## src/rtl/tpb_pkg.sv

```systemverilog
`timescale 1ns / 1ps

package tpb_pkg;

  localparam int GRID_SIZE_DEF = 16;
  localparam int DUMP_MAX      = 16;

  // command codes
  localparam logic [2:0] OP_PEN_UP   = 3'd0;
  localparam logic [2:0] OP_PEN_DOWN = 3'd1;
  localparam logic [2:0] OP_TURN_R   = 3'd2;
  localparam logic [2:0] OP_TURN_L   = 3'd3;
  localparam logic [2:0] OP_MOVE     = 3'd4;
  localparam logic [2:0] OP_DUMP     = 3'd5;

  typedef enum logic [2:0] {
    ST_IDLE,
    ST_MOVE,
    ST_MARK_RD,
    ST_MARK_WR,
    ST_DUMP,
    ST_DRAIN,
    ST_FINISH
  } state_t;

endpackage

```

## src/rtl/turtle_plotter_bitmap_core.sv

```systemverilog
`timescale 1ns / 1ps

// Channel   | Transfer when        | Signals
// ----------+----------------------+-------------------------------------------
// command   | start & !busy        | operation, stride
// result    | strobe (one cycle)   | row_bits, row_index, last, cursor_row,
//           |                      | cursor_col, heading, pen_is_down
//
// Pen and turn commands go through ST_FINISH to their result. A move goes
// through ST_MOVE and, with the pen down, ST_MARK_RD and ST_MARK_WR for each
// marked bitmap column (up to GRID_SIZE), since each is a read-modify-write of
// the single-port bitmap, and then through ST_FINISH. A dump gives
// min(GRID_SIZE,16) results on consecutive cycles, each read in ST_DUMP.
// rst is synchronous; per-column valid flops make the bitmap read as cleared.
// busy stays high until the final result of a command is loaded; results
// cannot be stalled.
module turtle_plotter_bitmap_core #(
  parameter int GRID_SIZE = tpb_pkg::GRID_SIZE_DEF
) (
  input  logic        clk,
  input  logic        rst,
  input  logic        start,
  input  logic [2:0]  operation,
  input  logic [6:0]  stride,
  output logic        busy,
  output logic        strobe,
  output logic [15:0] row_bits,
  output logic [3:0]  row_index,
  output logic        last,
  output logic [3:0]  cursor_row,
  output logic [3:0]  cursor_col,
  output logic [1:0]  heading,
  output logic        pen_is_down
);

  localparam int AW        = $clog2(GRID_SIZE);
  localparam int DUMP_ROWS = (GRID_SIZE < tpb_pkg::DUMP_MAX) ? GRID_SIZE : tpb_pkg::DUMP_MAX;
  localparam int SW        = ((AW > 7) ? AW : 7) + 2;
  localparam logic [AW-1:0] DUMP_LAST = AW'(DUMP_ROWS - 1);
  localparam logic [AW-1:0] COORD_MAX = AW'(GRID_SIZE - 1);

  tpb_pkg::state_t state, state_next;

  logic [AW-1:0] cur_x, cur_y;
  logic [1:0]    dir;
  logic          pen;
  logic [6:0]    stride_q;
  logic [AW-1:0] r_lo, r_hi, col, col_hi;

  logic [GRID_SIZE-1:0] mem [GRID_SIZE];
  logic [GRID_SIZE-1:0] vld;
  logic [GRID_SIZE-1:0] rd_data;
  logic                 rd_vld;
  logic [GRID_SIZE-1:0] rd_eff;
  logic [GRID_SIZE-1:0] mask;

  logic          pend;
  logic [AW-1:0] pend_idx;
  logic          pend_last;

  logic rd_en, wr_en;

  // move datapath
  logic [AW-1:0] mv;
  logic [SW-1:0] mv_ext, st_ext, sum;
  logic [AW-1:0] newc, nx, ny;
  logic          neg;

  // next state
  always_comb begin
    state_next = state;
    unique case (state)
      tpb_pkg::ST_IDLE: begin
        if (start) begin
          if (operation == tpb_pkg::OP_MOVE) begin
            state_next = tpb_pkg::ST_MOVE;
          end else if (operation == tpb_pkg::OP_DUMP) begin
            state_next = tpb_pkg::ST_DUMP;
          end else begin
            state_next = tpb_pkg::ST_FINISH;
          end
        end
      end
      tpb_pkg::ST_MOVE:    state_next = pen ? tpb_pkg::ST_MARK_RD : tpb_pkg::ST_FINISH;
      tpb_pkg::ST_MARK_RD: state_next = tpb_pkg::ST_MARK_WR;
      tpb_pkg::ST_MARK_WR: state_next = (col == col_hi) ? tpb_pkg::ST_FINISH
                                                        : tpb_pkg::ST_MARK_RD;
      tpb_pkg::ST_DUMP:    state_next = (col == DUMP_LAST) ? tpb_pkg::ST_DRAIN
                                                           : tpb_pkg::ST_DUMP;
      tpb_pkg::ST_DRAIN:   state_next = tpb_pkg::ST_IDLE;
      tpb_pkg::ST_FINISH:  state_next = tpb_pkg::ST_IDLE;
      default:             state_next = tpb_pkg::ST_IDLE;
    endcase
  end

  // control outputs
  always_comb begin
    busy  = 1'b1;
    rd_en = 1'b0;
    wr_en = 1'b0;
    unique case (state)
      tpb_pkg::ST_IDLE:    busy  = 1'b0;
      tpb_pkg::ST_MARK_RD: rd_en = 1'b1;
      tpb_pkg::ST_MARK_WR: wr_en = 1'b1;
      tpb_pkg::ST_DUMP:    rd_en = 1'b1;
      default: ;
    endcase
  end

  // single adder moves the coordinate along the heading, then clamps
  always_comb begin
    neg    = dir[1];
    mv     = dir[0] ? cur_y : cur_x;
    mv_ext = SW'(mv);
    st_ext = SW'(stride_q);
    sum    = mv_ext + (neg ? (~st_ext + SW'(1)) : st_ext);
    if (neg && sum[SW-1]) begin
      newc = '0;
    end else if (!neg && (sum >= SW'(GRID_SIZE))) begin
      newc = COORD_MAX;
    end else begin
      newc = sum[AW-1:0];
    end
    nx = dir[0] ? cur_x : newc;
    ny = dir[0] ? newc : cur_y;
  end

  always_comb begin
    for (int j = 0; j < GRID_SIZE; j++) begin
      mask[j] = (AW'(j) >= r_lo) && (AW'(j) <= r_hi);
    end
  end

  assign rd_eff = rd_vld ? rd_data : '0;

  // bitmap memory: entry c holds column c, bit r is row r
  always_ff @(posedge clk) begin
    if (wr_en) begin
      mem[col] <= rd_eff | mask;
    end
    if (rd_en) begin
      rd_data <= mem[col];
      rd_vld  <= vld[col];
    end
  end

  always_ff @(posedge clk) begin
    if (rst) begin
      state  <= tpb_pkg::ST_IDLE;
      cur_x  <= '0;
      cur_y  <= '0;
      dir    <= '0;
      pen    <= 1'b0;
      vld    <= '0;
      pend   <= 1'b0;
      strobe <= 1'b0;
    end else begin
      state  <= state_next;
      strobe <= 1'b0;
      pend   <= 1'b0;

      unique case (state)
        tpb_pkg::ST_IDLE: begin
          if (start) begin
            unique case (operation)
              tpb_pkg::OP_PEN_UP:   pen <= 1'b0;
              tpb_pkg::OP_PEN_DOWN: pen <= 1'b1;
              tpb_pkg::OP_TURN_R:   dir <= dir + 2'd1;
              tpb_pkg::OP_TURN_L:   dir <= dir - 2'd1;
              tpb_pkg::OP_MOVE:     stride_q <= stride;
              tpb_pkg::OP_DUMP:     col <= '0;
              default: ;
            endcase
          end
        end
        tpb_pkg::ST_MOVE: begin
          cur_x  <= nx;
          cur_y  <= ny;
          r_lo   <= (cur_x < nx) ? cur_x : nx;
          r_hi   <= (cur_x < nx) ? nx : cur_x;
          col    <= (cur_y < ny) ? cur_y : ny;
          col_hi <= (cur_y < ny) ? ny : cur_y;
        end
        tpb_pkg::ST_MARK_WR: begin
          vld[col] <= 1'b1;
          if (col != col_hi) begin
            col <= col + AW'(1);
          end
        end
        tpb_pkg::ST_DUMP: begin
          pend      <= 1'b1;
          pend_idx  <= col;
          pend_last <= (col == DUMP_LAST);
          if (col != DUMP_LAST) begin
            col <= col + AW'(1);
          end
        end
        default: ;
      endcase

      if (state == tpb_pkg::ST_FINISH) begin
        strobe    <= 1'b1;
        row_bits  <= '0;
        row_index <= '0;
        last      <= 1'b1;
      end else if (pend) begin
        strobe    <= 1'b1;
        row_bits  <= 16'(rd_eff);
        row_index <= 4'(pend_idx);
        last      <= pend_last;
      end
      cursor_row  <= 4'(cur_x);
      cursor_col  <= 4'(cur_y);
      heading     <= dir;
      pen_is_down <= pen;
    end
  end

endmodule

```

## config.mk

```make
export PLATFORM = sky130hd
export DESIGN_NAME = turtle_plotter_bitmap_core
export DESIGN_NICKNAME = d
export VERILOG_FILES = /design/src/rtl/tpb_pkg.sv /design/src/rtl/turtle_plotter_bitmap_core.sv
export SDC_FILE = /design/constraint.sdc
export NUM_CORES = 1
export LEC_CHECK = 0
export BUFFER_PORTS_ARGS = -buffer_cell sky130_fd_sc_hd__buf_4
export CAP_MARGIN = 40
export CORE_MARGIN = 3
export CORE_UTILIZATION = 40
export CTS_CLUSTER_SIZE = 16
export DETAILED_ROUTE_END_ITERATION = 10
export GPL_TIMING_DRIVEN = 0
export PLACE_DENSITY = 0.57
export SYNTH_ARGS = -nofsm -noshare
export SYNTH_HDL_FRONTEND = slang
export SYNTH_SLANG_ARGS = --single-unit
export TNS_END_PERCENT = 100
```

## constraint.sdc

```tcl
create_clock -name clk -period 5.66 [get_ports clk]
set_clock_uncertainty 0.2 [all_clocks]
set_input_delay 0.566 -clock clk [delete_from_list [all_inputs] [get_ports clk]]
set_output_delay 0.566 -clock clk [all_outputs]
set_load 0.05 [all_outputs]
```

**Word level (Yosys, flattened, before mapping)**

Memory sizes are Yosys's and may differ from the RTL's. A register that Yosys moved wholly into a read port is not among the register bits.
Cells that the tools add are included.
W data, S select, Z words.

- Register bits: 93
- Memory bits (writable): 256
- Bits of input ports: 13
- Output and inout port bits: 34
- Logic and storage cells: 162
- Memories: 1

- $add $sub $neg: 5
- Magnitude comparators: 37
- Equal/unequal tests: 18
- Muxes and demuxes: 40
- Bitwise logic cells: 4
- Reductions and logical operators: 34

Memory list:

| name | words | width | rd ports | clocked after Yosys merged registers in | wr ports | RTL line | RTL |
|---|---|---|---|---|---|---|---|
| mem | 16 | 16 | 1 | 1 | 1 | turtle_plotter_bitmap_core.sv:50 | `logic [GRID_SIZE-1:0] mem [GRID_SIZE];` |

Operators with widths:

| operator | count |
|---|---|
| $mux W4 | 14 |
| $ge A4 B4 Y1 const A | 8 |
| $le A4 B4 Y1 const A | 8 |
| $mux W16 | 2 |
| $or A16 B16 Y16 | 2 |
| $logic_and A1 B1 Y1 | 19 |
| $ge A3 B4 Y1 const A | 4 |
| $le A3 B4 Y1 const A | 4 |
| $pmux W4 S4 | 1 |
| $pmux W3 S5 | 1 |
| $eq A3 B2 Y1 const B | 4 |
| $eq A3 B3 Y1 const B | 4 |
| $mux W1 | 12 |
| $mux W3 | 4 |
| $add A4 B9 Y9 | 1 |
| $add A9 B1 Y9 const B | 1 |
| $ge A9 B5 Y1 const B | 1 |
| $mux W9 | 1 |
| $not A7 Y9 | 1 |
| $ge A1 B4 Y1 const A | 2 |
| $ge A2 B4 Y1 const A | 2 |
| $le A1 B4 Y1 const A | 2 |
| $le A2 B4 Y1 const A | 2 |
| $lt A4 B4 Y1 | 2 |
| other kinds (26) | 36 |

**Logic depth before layout (Yosys ltp)**

- Depth after elaboration: 12
- Depth in mapped cells: 19
- Depth with buffers taken out: 18

**Worst setup path after synthesis**

Ideal clock, no wire load.

- Path type: reg-to-reg
- Start: register dir[0]
- End: register col_hi[2] (data pin)
- Library setup time: 262 ps
- Arrival time: 4,432 ps
- Required time: 5,198 ps
- Path slack: 766 ps
- Cell stages (with the launch flop): 19
- Path buffers: 3
- Clock period less this slack: 4,894 ps
- Cell sequence: dfxtp_1 -> clkbuf_1 -> clkbuf_1 -> clkbuf_1 -> mux2_2 -> fa_1 -> nand2_1 -> a2111oi_0 -> a311oi_1 -> a21o_1 -> nand2_1 -> o21ai_0 -> inv_1 -> ha_1 -> o21bai_1 -> a221oi_1 -> a2111oi_4 -> nand2_2 -> mux2_1

- Longest elaborated chain between the ends: 9
- Elaborated cells between the ends (all ways): 10
- Those cells by class: add/sub (1); order compare (2); mux (5); reduce/logical (2)

RTL lines:

| item | RTL line | RTL |
|---|---|---|
| start, declared | turtle_plotter_bitmap_core.sv:45 | `logic [1:0] dir;` |
| start signal, assigned | turtle_plotter_bitmap_core.sv:168 | `tpb_pkg::OP_TURN_R: dir <= dir + 2'd1;` |
| start signal, assigned | turtle_plotter_bitmap_core.sv:169 | `tpb_pkg::OP_TURN_L: dir <= dir - 2'd1;` |
| $mux W4 | turtle_plotter_bitmap_core.sv:113 | `mv = dir[0] ? cur_y : cur_x;` |
| $add A4 B9 Y9 | turtle_plotter_bitmap_core.sv:116 | `sum = mv_ext + (neg ? (~st_ext + SW'(1)) : st_ext);` |
| $ge A9 B5 Y1 | turtle_plotter_bitmap_core.sv:119 | `end else if (!neg && (sum >= SW'(GRID_SIZE))) begin` |
| $logic_and A1 B1 Y1 | turtle_plotter_bitmap_core.sv:119 |  |
| $mux W4 | turtle_plotter_bitmap_core.sv:119 |  |
| $mux W4 | turtle_plotter_bitmap_core.sv:117 | `if (neg && sum[SW-1]) begin` |
| $mux W4 (*) | turtle_plotter_bitmap_core.sv:125 | `ny = dir[0] ? newc : cur_y;` |
| net ny[3] | turtle_plotter_bitmap_core.sv:66 | `logic [AW-1:0] newc, nx, ny;` |
| $lt A4 B4 Y1 (*) | turtle_plotter_bitmap_core.sv:182 | `col_hi <= (cur_y < ny) ? ny : cur_y;` |
| $mux W4 (*) | turtle_plotter_bitmap_core.sv:182 |  |
| end signal, assigned | turtle_plotter_bitmap_core.sv:182 |  |
| end, declared | turtle_plotter_bitmap_core.sv:48 | `logic [AW-1:0] r_lo, r_hi, col, col_hi;` |

Mark *: on every way through the listed nets, which the timed path passes. The rest lies on a longest branch.
A chain may end at the register's enable or synchronous reset.

**Final worst setup path**

- Start: register dir[0]
- End: register col_hi[0] (data pin)

- Longest elaborated chain between the ends: 9
- Elaborated cells between the ends (all ways): 10
- Those cells by class: add/sub (1); order compare (2); mux (5); reduce/logical (2)

RTL lines:

| item | RTL line |
|---|---|
| $mux W4 | turtle_plotter_bitmap_core.sv:113 |
| $add A4 B9 Y9 | turtle_plotter_bitmap_core.sv:116 |
| $ge A9 B5 Y1 | turtle_plotter_bitmap_core.sv:119 |
| $logic_and A1 B1 Y1 | turtle_plotter_bitmap_core.sv:119 |
| $mux W4 | turtle_plotter_bitmap_core.sv:119 |
| $mux W4 | turtle_plotter_bitmap_core.sv:117 |
| $mux W4 (*) | turtle_plotter_bitmap_core.sv:125 |
| $lt A4 B4 Y1 | turtle_plotter_bitmap_core.sv:182 |
| $mux W4 (*) | turtle_plotter_bitmap_core.sv:182 |

Mark *: on every way between the ends. The rest lies on a longest branch, timed or not.

==> results.env <==
STATUS='finished, final reports clean'
FINAL_LAYOUT_SIZE_SUFFIX_GT1_SHARE_PCT=27.5
CTS_INSERTED_BUFFERS=40
REPORT.POWER.TOTAL_W=0.00661
ANTENNA_FOUND_INITIAL=0
DIE_AREA_UM2=39200
WORSTSETUPPATHTYPE='flop to flop'
NETLIST_INSTANCES=843
TIMING.MAX_CAP.VIOLATIONS=0
HOLD_VIOLATIONS_FINAL=0
CTS_BUFFER_DEPTH=3
SYNTHESIS.AREA_UM2=14700
COUNT_OF_FLIP_FLOPS_WITH_A_BUILT_IN_ENABLE_AFTER_SYNTHESIS=333
FIRST_PASS_GRT_WIRE_LENGTH_MM=49.8
POSTROUTEANTENNANETS=0
RSZ0062_AT_GRT='false'
SYNTH_SEQUENTIAL_AREA_RATIO_PCT=72.2
FIN_CRIT_NS=5.26
HEIGHT_OF_THE_CHIP_UM=198
CRIT_REQUIRED_NS=5.75
HOLD_PATH.CLASS='input pin to flop'
YOSYSWARNINGS=0
STANDARD_CELL_ROWS=69
GRT_PASS1_VIAS=8017
CP-START-KIND='flop'
GRTUSAGETOTAL_PCT=17.2
TIMING.MAX_SLEW.REL_SLACK_PCT=41.6
MOST-COMMON-LAYOUT-CELLS='edfxtp_1, mux4_2, nor2_1'
FINALWIRELENGTH_MM=32.9
CLOCK-SINKS=365
CLKLATENCYLATEPIN_NS=0.55
GRTUSAGEMET2_PCT=27.7
DP_HPWL_MM=23.7
DIE_X_UM=198
MAX-VDD-IR-DROP_V=0.000216
PATH_CELLS='clkbuf_1 > clkbuf_2 > clkbuf_2 > mux2_2 > ha_1 > a21o_1 > a2111oi_1 > a311oi_2 > a21o_1 > nor2_1 > nor2_1 > inv_1 > ha_1 > o21bai_1 > a21oi_2 > a2111oi_4 > nand2_2 > mux2_1'
TIMING.CRITICAL_PATH.ARRIVAL_NS=5.35
FINAL_DESIGN_AREA_NO_FILL_UM2=17600
TIMING.CRITICAL_PATH.SLOWEST_STAGE_CELL='a2111oi_4'
PWR_DENSITY_CELL_nW_PER_UM2=376
DR.PASS1.ITERS=5
CTS_TREE='yes'
START_UTIL_PCT=41.1
MAXSLEWVIOLCOUNT=0
TIMING.CRITICAL_PATH.FANOUT_MAX=10
VIAS=7892
AREA_OF_THE_CORE_REGION_UM2=35900
AREAGROWTHSYNTHTOFINISH_PCT=19.2
STDCELL_COUNT=1473
SETUP_VIOL_COUNT_FINAL=0
SYNTH.AVG_CELL_AREA_UM2=17.5
DRCVIOLATIONCOUNT=0
ENDPOINT_KIND='flop'
FINAL_WEIGHTED_CONGESTION_IN_ROUTABILITY_DRIVEN_PLACEMENT=0.810
SYNTH_CELL_TYPE_COUNT=55
CTS-HTREE-LEVELS=2
DP_CELLS=1395
YS_DOMINANT_REG_CELL='edfxtp_1'
GRT-BUSIEST-LAYER='met2'
FINAL_COMMON_CELL='edfxtp_1'
PORTION_OF_THE_CLOCK_CYCLE_CONSUMED_BY_THE_WORST_PATH_IN_THE_FINAL_LAYOUT_PCT=93.0
FINISH.NET_COUNT=1015
ROUTED_WIRE_LENGTH_PER_INSTANCE_UM=22.3
GRT_OVERFLOW_TOTAL=0
FIRST_ITER_VIOLATIONS=659
INSERTEDDIODECOUNT=0
MAX_FREQ_MHz=190
SYN-NUM-NETS=875
WORST_HOLD_SLACK_NS=0.129
NUM_IO_PINS=47
LEAKAGE_nW=5.93
PLACE_AREA_UM2=16200
PIN_COUNT_OF_THE_BIGGEST_NET_ENTERING_GLOBAL_ROUTING=17
ASYNC_RESET_FF_SHARE_PCT=0
CTS.CLK_SLEW.WORST_PATHS_NS=0.06
BUFFER_PORTS.INSERTED=45
USE_MET1_PCT=23.9
DETAIL_ROUTE.VIAS_PER_CELL=5.36
FINAL_CORE_UTILIZATION_PCT=48.9
POSTSYNTHREGISTERBITS=365
CP_SLOWEST_STAGE_DELAY_NS=0.58
CLOCK_TREE.ROOT_CELL='clkbuf_16'
GRT_USE_MET3_PCT=3.68
TIGHTESTPINTRANSITION_NS=0.876
-- kinds of logic (layout without fill, tap and decap cells) --
kind of cell,after synthesis,after routing,share of synthesized area (%)
fa+ha+maj,19,19,1.66
simple gates,204,204,6.03
compound gates,77,77,3.61
mux,98,98,14.0
buf+inv,65,234,1.68
xor+xnor,15,15,0.891
flops,365,365,72.2
-- flip-flops by register name (all words and copies together), names as in the netlist, 4 cells and up --
signal,cells
col,4
col_hi,4
cur_x,4
cur_y,4
cursor_col,4
cursor_row,4
mem,256
pend_idx,4
r_hi,4
r_lo,4
rd_data,16
row_bits,16
row_index,4
stride_q,7
vld,16
-- layout make-up --
type	count	area, µm²
plain buffers	45	175
clock buffers	57	1140
clock inverters	14	106
fillers	3030	18300
inverters	20	75.1
multi-input cells	413	3940
flip-flops and latches	365	10600
well taps	461	577
repair buffers	98	913
-- cells in the mapped netlist, types with 5 or more instances --
cell type	count	share of area [%]
a21o_1	7	0.36
a21oi_1	21	0.71
buf_1	10	0.25
clkbuf_1	34	0.87
dfxtp_1	32	4.3
edfxtp_1	333	68
ha_1	18	1.5
inv_1	19	0.48
mux2_2	9	0.69
mux4_2	85	13
nand2_1	56	1.4
nand2b_1	7	0.30
nand3_1	8	0.27
nor2_1	92	2.3
nor2b_1	7	0.30
nor3_1	15	0.51
o21ai_0	21	0.71
o31ai_1	5	0.25
xnor2_1	6	0.36
xor2_1	9	0.53
-- layer usage --
| layer | routed length, µm | vias up |
|---|---|---|
| li1 | - | 3583 |
| met1 | 14500 | 4039 |
| met2 | 15900 | 210 |
| met3 | 1790 | 60 |
| met4 | 719 | 0 |
| met5 | 0 | - |
-- where the power goes --
part	total [W]	switching, W	internal (W)
registers	0.00322	0.0000367	0.00318
clock network	0.00245	0.00103	0.00142
logic	0.000943	0.000598	0.000345
-- critical path, delay by kind of cell, from the launching register on --
family / cells / cell delay, ns
buffers and inverters: 4 / 0.95
DFF: 1 / 0.32
and+or+nand+nor: 3 / 0.29
AOI/OAI and AO/OA: 7 / 2.00
adders and majority gates: 2 / 0.51
muxes: 2 / 0.73
-- repair_timing --
action | in CTS | in global routing
pin swaps | 0 | 1
endpoints found under the hold margin | 7 | 0
setup endpoints to repair | 3 | 12
setup buffers | 0 | 0
resized for setup | 1 | 5
hold buffers | 7 | 0
-- worst paths after layout --
check | endpoint | cells after the start | slack, ns | from
worst max-delay path | col_hi[0] | 18 | 0.40 | dir[0]
worst min-delay path | pen | 3 | 0.13 | operation[0]
worst max register to register | col_hi[0] | 18 | 0.40 | dir[0]
worst min register to register | heading[0] | 0 | 0.23 | dir[0]
-- through the flow --
| stage | setup WS (ns) | TNS, ns |
|---|---|---|
| 2_1_floorplan | 0.766 | 0 |
| 3_3_place_gp | -0.0598 | -0.119 |
| 3_5_place_dp | -0.0603 | -0.109 |
| 4_1_cts | 0.0521 | 0 |
| 5_1_grt | 0.0447 | 0 |
| 6_report | 0.397 | 0 |
No activity file was read; power rests on OpenSTA's default activity.
